<file path="config.mk">
export PLATFORM = sky130hd
export DESIGN_NAME = glof_div
export DESIGN_NICKNAME = d
export VERILOG_FILES = /design/src/glof_pkg.sv /design/src/glof_div.sv
export SDC_FILE = /design/constraint.sdc
export NUM_CORES = 2
export LEC_CHECK = 0
export ABC_CLOCK_PERIOD_IN_PS = 9630
export BUFFER_PORTS_ARGS = -buffer_cell sky130_fd_sc_hd__clkbuf_2
export CORE_ASPECT_RATIO = 1.25
export CORE_MARGIN = 4
export CORE_UTILIZATION = 62
export DETAILED_ROUTE_END_ITERATION = 8
export PLACE_DENSITY = 0.86
export SYNTH_ARGS = -nofsm -noshare
export SYNTH_HDL_FRONTEND = slang
export SYNTH_SLANG_ARGS = --single-unit
export TNS_END_PERCENT = 100
</file>
<file path="constraint.sdc">
create_clock -name clock -period 9.63 [get_ports clock]
set_input_delay 0.963 -clock clock [delete_from_list [all_inputs] [get_ports clock]]
set_output_delay 0.963 -clock clock [all_outputs]
set_load 0.02 [all_outputs]
</file>
<file path="src/glof_pkg.sv">
// Shared types and defaults for the glyph outline flattener.
// No dependencies; imported by glof_div and glyph_outline_flattener.
package glof_pkg;

   // Default coordinate width (signed 18.6 outline units)
   localparam int COORD_WIDTH_DEFAULT = 24;

   // Outline command codes
   typedef enum logic [2:0] {
      ACT_MOVE  = 3'd0,
      ACT_LINE  = 3'd1,
      ACT_CONIC = 3'd2,
      ACT_CUBIC = 3'd3,
      ACT_GLYPH = 3'd4
   } glof_action_type;

   // What a command leaves in the pipeline
   typedef enum logic [1:0] {
      MODE_VERTEX = 2'd0,   // one vertex
      MODE_MARKER = 2'd1,   // contour marker, then one vertex
      MODE_CURVE  = 2'd2    // two interior points, then the end point
   } glof_mode_type;

   // Per-stage load enables handed to the dividers
   typedef struct packed {
      logic mul;   // load partial products
      logic est;   // load quotient estimate
      logic fix;   // load corrected quotient
   } glof_en_type;

endpackage

</file>
<file path="src/glof_div.sv">
// Three-stage flooring divider by 9 (conic) or 27 (cubic) for one coordinate.
// Depends on glof_pkg (glof_en_type).
module glof_div #(
   parameter int COORD_WIDTH = glof_pkg::COORD_WIDTH_DEFAULT
) (
   input  logic                          clock,
   input  glof_pkg::glof_en_type         en,
   input  logic                          cubic,
   input  logic [COORD_WIDTH+4:0]        dividend,
   output logic signed [COORD_WIDTH-1:0] quot
);
   import glof_pkg::*;

   localparam int UW  = COORD_WIDTH + 5;   // biased dividend width
   localparam int MW  = UW - 3;            // reciprocal width
   localparam int HW  = MW / 2;            // low partial product split
   localparam int HHW = MW - HW;
   localparam logic [MW-1:0] RECIP9  = MW'((64'd1 << UW) / 64'd9);
   localparam logic [MW-1:0] RECIP27 = MW'((64'd1 << UW) / 64'd27);

   logic [MW-1:0]        recip;
   logic [UW+HW-1:0]     plo_ff,  plo_in;
   logic [UW+HHW-1:0]    phi_ff,  phi_in;
   logic [UW-1:0]        u_a_ff,  u_b_ff;
   logic                 cub_a_ff, cub_b_ff;
   logic [UW+MW-1:0]     prod;
   logic [COORD_WIDTH-1:0] qe_ff, qe_in;
   logic [UW-1:0]        qden;
   logic [UW-1:0]        rem;
   logic [UW-1:0]        den;
   logic [COORD_WIDTH-1:0] q;

   // Stage one: reciprocal multiply split into two partial products
   always_comb begin
      recip  = cubic ? RECIP27 : RECIP9;
      plo_in = (UW+HW)'(dividend) * (UW+HW)'(recip[HW-1:0]);
      phi_in = (UW+HHW)'(dividend) * (UW+HHW)'(recip[MW-1:HW]);
   end

   // Stage two: combine products; estimate is the true quotient or one less
   always_comb begin
      prod  = {phi_ff, HW'(0)} + (UW+MW)'(plo_ff);
      qe_in = prod[UW+COORD_WIDTH-1:UW];
   end

   // Stage three: one compare and step, then remove the bias
   always_comb begin
      den  = cub_b_ff ? UW'(27) : UW'(9);
      qden = cub_b_ff ? (UW'(qe_ff) * UW'(27)) : (UW'(qe_ff) * UW'(9));
      rem  = u_b_ff - qden;
      q    = qe_ff + COORD_WIDTH'(rem >= den);
   end

   always_ff @(posedge clock) begin
      if (en.mul) begin
         plo_ff   <= plo_in;
         phi_ff   <= phi_in;
         u_a_ff   <= dividend;
         cub_a_ff <= cubic;
      end
      if (en.est) begin
         qe_ff    <= qe_in;
         u_b_ff   <= u_a_ff;
         cub_b_ff <= cub_a_ff;
      end
      if (en.fix) begin
         quot <= {~q[COORD_WIDTH-1], q[COORD_WIDTH-2:0]};
      end
   end

endmodule

</file>
==> summary by stage <==
Status
The run finished with clean final reports.

STA
The number of pins with negative max-slew slack in the final report is 0. In the final timing run, aggregate negative setup slack is 0 ps. The slew at the pin closest to its max-slew limit is between 900 and 1000 ps.

Static timing analysis puts the maximum clock frequency at 0.1160 GHz. Clock skew on the completed layout was measured at 21.60 ps. The final-report hold violation count was 0. The number of setup violations in the final report is 0. The share of the clock period used by the worst path after layout is 89.55%.

Setup repair after global routing left no endpoint under its margin. The relative max-transition margin is 35.36%. The final critical delay including setup and external delays is 8624 ps.

Drt
The starting DRC count in detailed routing is 1294. The first detailed-routing pass ran for 5 iterations. The final routed DRC violation total is 0. The number of routed nets with antenna violations is 0.

The via-per-instance ratio is 5.840. Dividing the detail-routed wire length by the instance count gives 19.41 µm. The routed via count is 19670. The total detailed-routing wirelength is 65370 µm.

Yosys
The register bit count reported by yosys is between 150 and 200. Summed over all instances, the cell type with the most area after synthesis is fa_1. The dominant register cell in the synthesized netlist is edfxtp_1. The netlist uses 89 different library cells. By area the synthesized netlist is led by fa_1 (28%), ha_1 (22%), edfxtp_1 (19%), inv_1 (8.4%), xnor2_1 (3.3%). After synthesis the cells add up to 28240 µm². Synthesis produced a netlist with a net count of 3633. After technology mapping, the gate count stands at 2713. The fraction of registers with async set/reset is 0%. The number of warnings issued by yosys is 0.

The fraction of post-synthesis cell area in the top cell type by area is 28.36%. The synthesized design contains about 180 enable-type register cells. The average instance in the mapped netlist occupies 10.41 µm². Summing the sequential cell areas from Yosys gives 18.72% of the chip area.

Critical path
The slowest cell on the critical path is edfxtp_1. The critical path is of the flip-flop to flip-flop type. At the worst endpoint, the required time is 9840 ps. The delay contributed by the slowest stage of the critical path is 580 ps. The maximum fanout count along the critical path is 8. STA classifies the critical path startpoint as a flip-flop. The data arrival time of the critical path is roughly 8800 ps. In this design, the critical path's most frequently occurring cell is ha_1. The critical path endpoint category is a flip-flop.

Global routing
The via count of the first global-routing pass is 21750. The first-pass GRT wire length is 107800 µm. Entering global routing, the biggest net connects 80 pins. The number of antenna violations at the first check in global routing is 0. The remaining global-route overflow is 0. Global routing consumed, over all layers together, 27.88% of the routing resources.

Floorplan
The die covers between 40000 and 50000 µm². The floorplan step set the die height to 246.6 µm. The number of primary I/O pins is slightly below 60. The initialized floorplan defines 87 standard-cell rows. The total area inside the core boundary comes to 45070 µm². The starting density of the core is roughly 63%. Measured along the x axis, the die boundary spans just under 200 µm.

Cells and area
For this run, the post-layout net count is 3697. The number of diodes is 0. Cells with a size suffix above 1 make up 4.480% of the layout.

Compared with the post-synthesis result, the final layout area differs by 5.463%. Fill cells in the final layout number ~3300.

Clocking
The clock sink count is 176. After clock tree synthesis, the repair step resized 0 gates. The clock root buffer master is clkbuf_16.

The TritonCTS buffer count is 17. After clock tree synthesis, the clock-pin slew on the worst setup and hold paths is about 80 ps. The clock latency at the later pin of the worst-skew pair is 470 ps. For this design, the CTS-stage hold fixing added 0 buffers.

The number of buffers inserted to repair setup after CTS is 0. The number of levels in the clock H-tree is 4. The clock passes through at most 2 buffers.

The clock tree from TritonCTS is yes.

Place
The number of input and output port buffers inserted is 57. The placer congestion estimate is 0.9714. The HPWL reported at the end of detailed placement is 55620 µm.

Job
Across the run, the number of max-cap violations was 0.

Worst hold path
The worst hold path belongs to the class flip-flop to flip-flop.
## placed cells by master, fill, tap and decap left out, types with 14 or more instances in the layout
master / netlist / final
a21o_1: 71 / 71
a21oi_1: 118 / 118
a31oi_1: 15 / 15
and2_1: 30 / 30
and3_1: 15 / 15
clkbuf_16: 0 / 17
clkbuf_2: 1 / 56
edfxtp_1: 176 / 176
fa_1: 400 / 400
ha_1: 486 / 486
inv_1: 634 / 634
nand2_1: 72 / 72
nand2b_1: 44 / 44
nand3_1: 46 / 46
nand4_1: 14 / 14
nor2_1: 113 / 113
nor2b_1: 21 / 21
nor3_1: 29 / 29
o21a_1: 19 / 19
o21ai_0: 60 / 60
xnor2_1: 107 / 107
xor2_1: 53 / 53
## registers in the layout (all words and copies together), names as in the netlist
name,cells
cub_a_ff,1
phi_ff,39
cub_b_ff,1
u_b_ff,29
qe_ff,24
quot,24
plo_ff,30
u_a_ff,28
## area by class of cell
class	instances	area, µm²	area share [%]
Multi-Input combinational cell	1884	20470	68.75
Sequential cell	176	5285	17.75
Inverter	637	2391	8.029
Tap cell	578	723.2	2.428
Clock buffer	17	425.4	1.428
Timing Repair Buffer	61	317.8	1.067
Clock inverter	15	165.2	0.5546
## synth_stat cells (3+ instances only)
| cell | count |
|---|---|
| a21boi_0 | 3 |
| o31ai_1 | 6 |
| ha_1 | 486 |
| nor4_1 | 3 |
| nor3_1 | 29 |
| o21bai_1 | 13 |
| nand2_1 | 72 |
| edfxtp_1 | 176 |
| mux2i_1 | 9 |
| fa_1 | 400 |
| and3_1 | 15 |
| or3_1 | 5 |
| inv_1 | 634 |
| o21ba_2 | 3 |
| and2_1 | 30 |
| a41oi_1 | 3 |
| nor2_1 | 113 |
| o211ai_1 | 13 |
| a21oi_1 | 118 |
| a22oi_1 | 3 |
| o21ai_1 | 5 |
| o22ai_1 | 3 |
| o21a_1 | 19 |
| and4_1 | 7 |
| clkbuf_1 | 11 |
| xor2_1 | 53 |
| a2111oi_0 | 3 |
| nand2b_1 | 44 |
| nand3_1 | 46 |
| a2111o_1 | 3 |
| o21ai_0 | 60 |
| a31o_2 | 3 |
| a221o_1 | 3 |
| inv_2 | 3 |
| a31oi_1 | 15 |
| a211oi_1 | 11 |
| o2111ai_1 | 6 |
| a221oi_1 | 3 |
| nor4_2 | 3 |
| xnor2_1 | 107 |
| nor2b_1 | 21 |
| a21o_1 | 71 |
| a211o_1 | 6 |
| nand4_1 | 14 |
## cells by family (layout without fill, tap and decap cells)
group,Yosys count,in the layout,synth area share (%)
muxes,11,11,0.3988
adders and majority gates,886,886,49.89
DFF,176,176,18.72
other,1,1,0.01328
AOI/OAI and AO/OA,409,409,9.704
buffers and inverters,653,730,8.782
xor gates and xnor gates,160,160,4.963
and+or+nand+nor,417,417,7.532
## stage by stage
stage	area, µm²	hold slack [ps]	instances	worst slack [ps]	util (%)
after floorplan	28240	400.3	2713	2042	-
after global placement	29190	401.2	3336	1203	64.77
after detailed placement	29190	405.4	3336	1043	64.77
after CTS	29780	422.5	3368	1013	66.08
after global routing	29780	427.4	3368	525.8	66.08
final	29780	420.9	3368	1006	66.08
## worst paths after layout
path	depth (start not counted)	slack, ps	start	to
worst max-delay path	34	1010	qe_ff[4]$_DFFE_PP_	quot[14]$_DFFE_PP_
worst min-delay path	0	420	cub_a_ff$_DFFE_PP_	cub_b_ff$_DFFE_PP_
worst max register to register	34	1010	qe_ff[4]$_DFFE_PP_	quot[14]$_DFFE_PP_
worst min register to register	0	420	cub_a_ff$_DFFE_PP_	cub_b_ff$_DFFE_PP_
## worst max-delay path: cells and delay by family, from the launching register on
family	cells	cell delay, ps
adder cells (fa/ha/maj)	7	2530
flip-flops	1	580
AND/OR/NAND/NOR	9	1800
AO/OA/AOI/OAI	14	3130
XOR/XNOR	2	220
buffers and inverters	2	100
## per-layer routing
| metal | up-vias | track usage, % | routed length, µm |
|---|---|---|---|
| met5 | - | 0 | 0 |
| met2 | 639 | 50.88 | 34300 |
| li1 | 9087 | - | - |
| met1 | 9731 | 33.08 | 25290 |
| met4 | 0 | 12.21 | 3092 |
| met3 | 213 | 3.037 | 2687 |
Power is left out: the tool's default activity adds up to more than one toggle a clock period on the data nets, which glitch-free logic cannot reach.
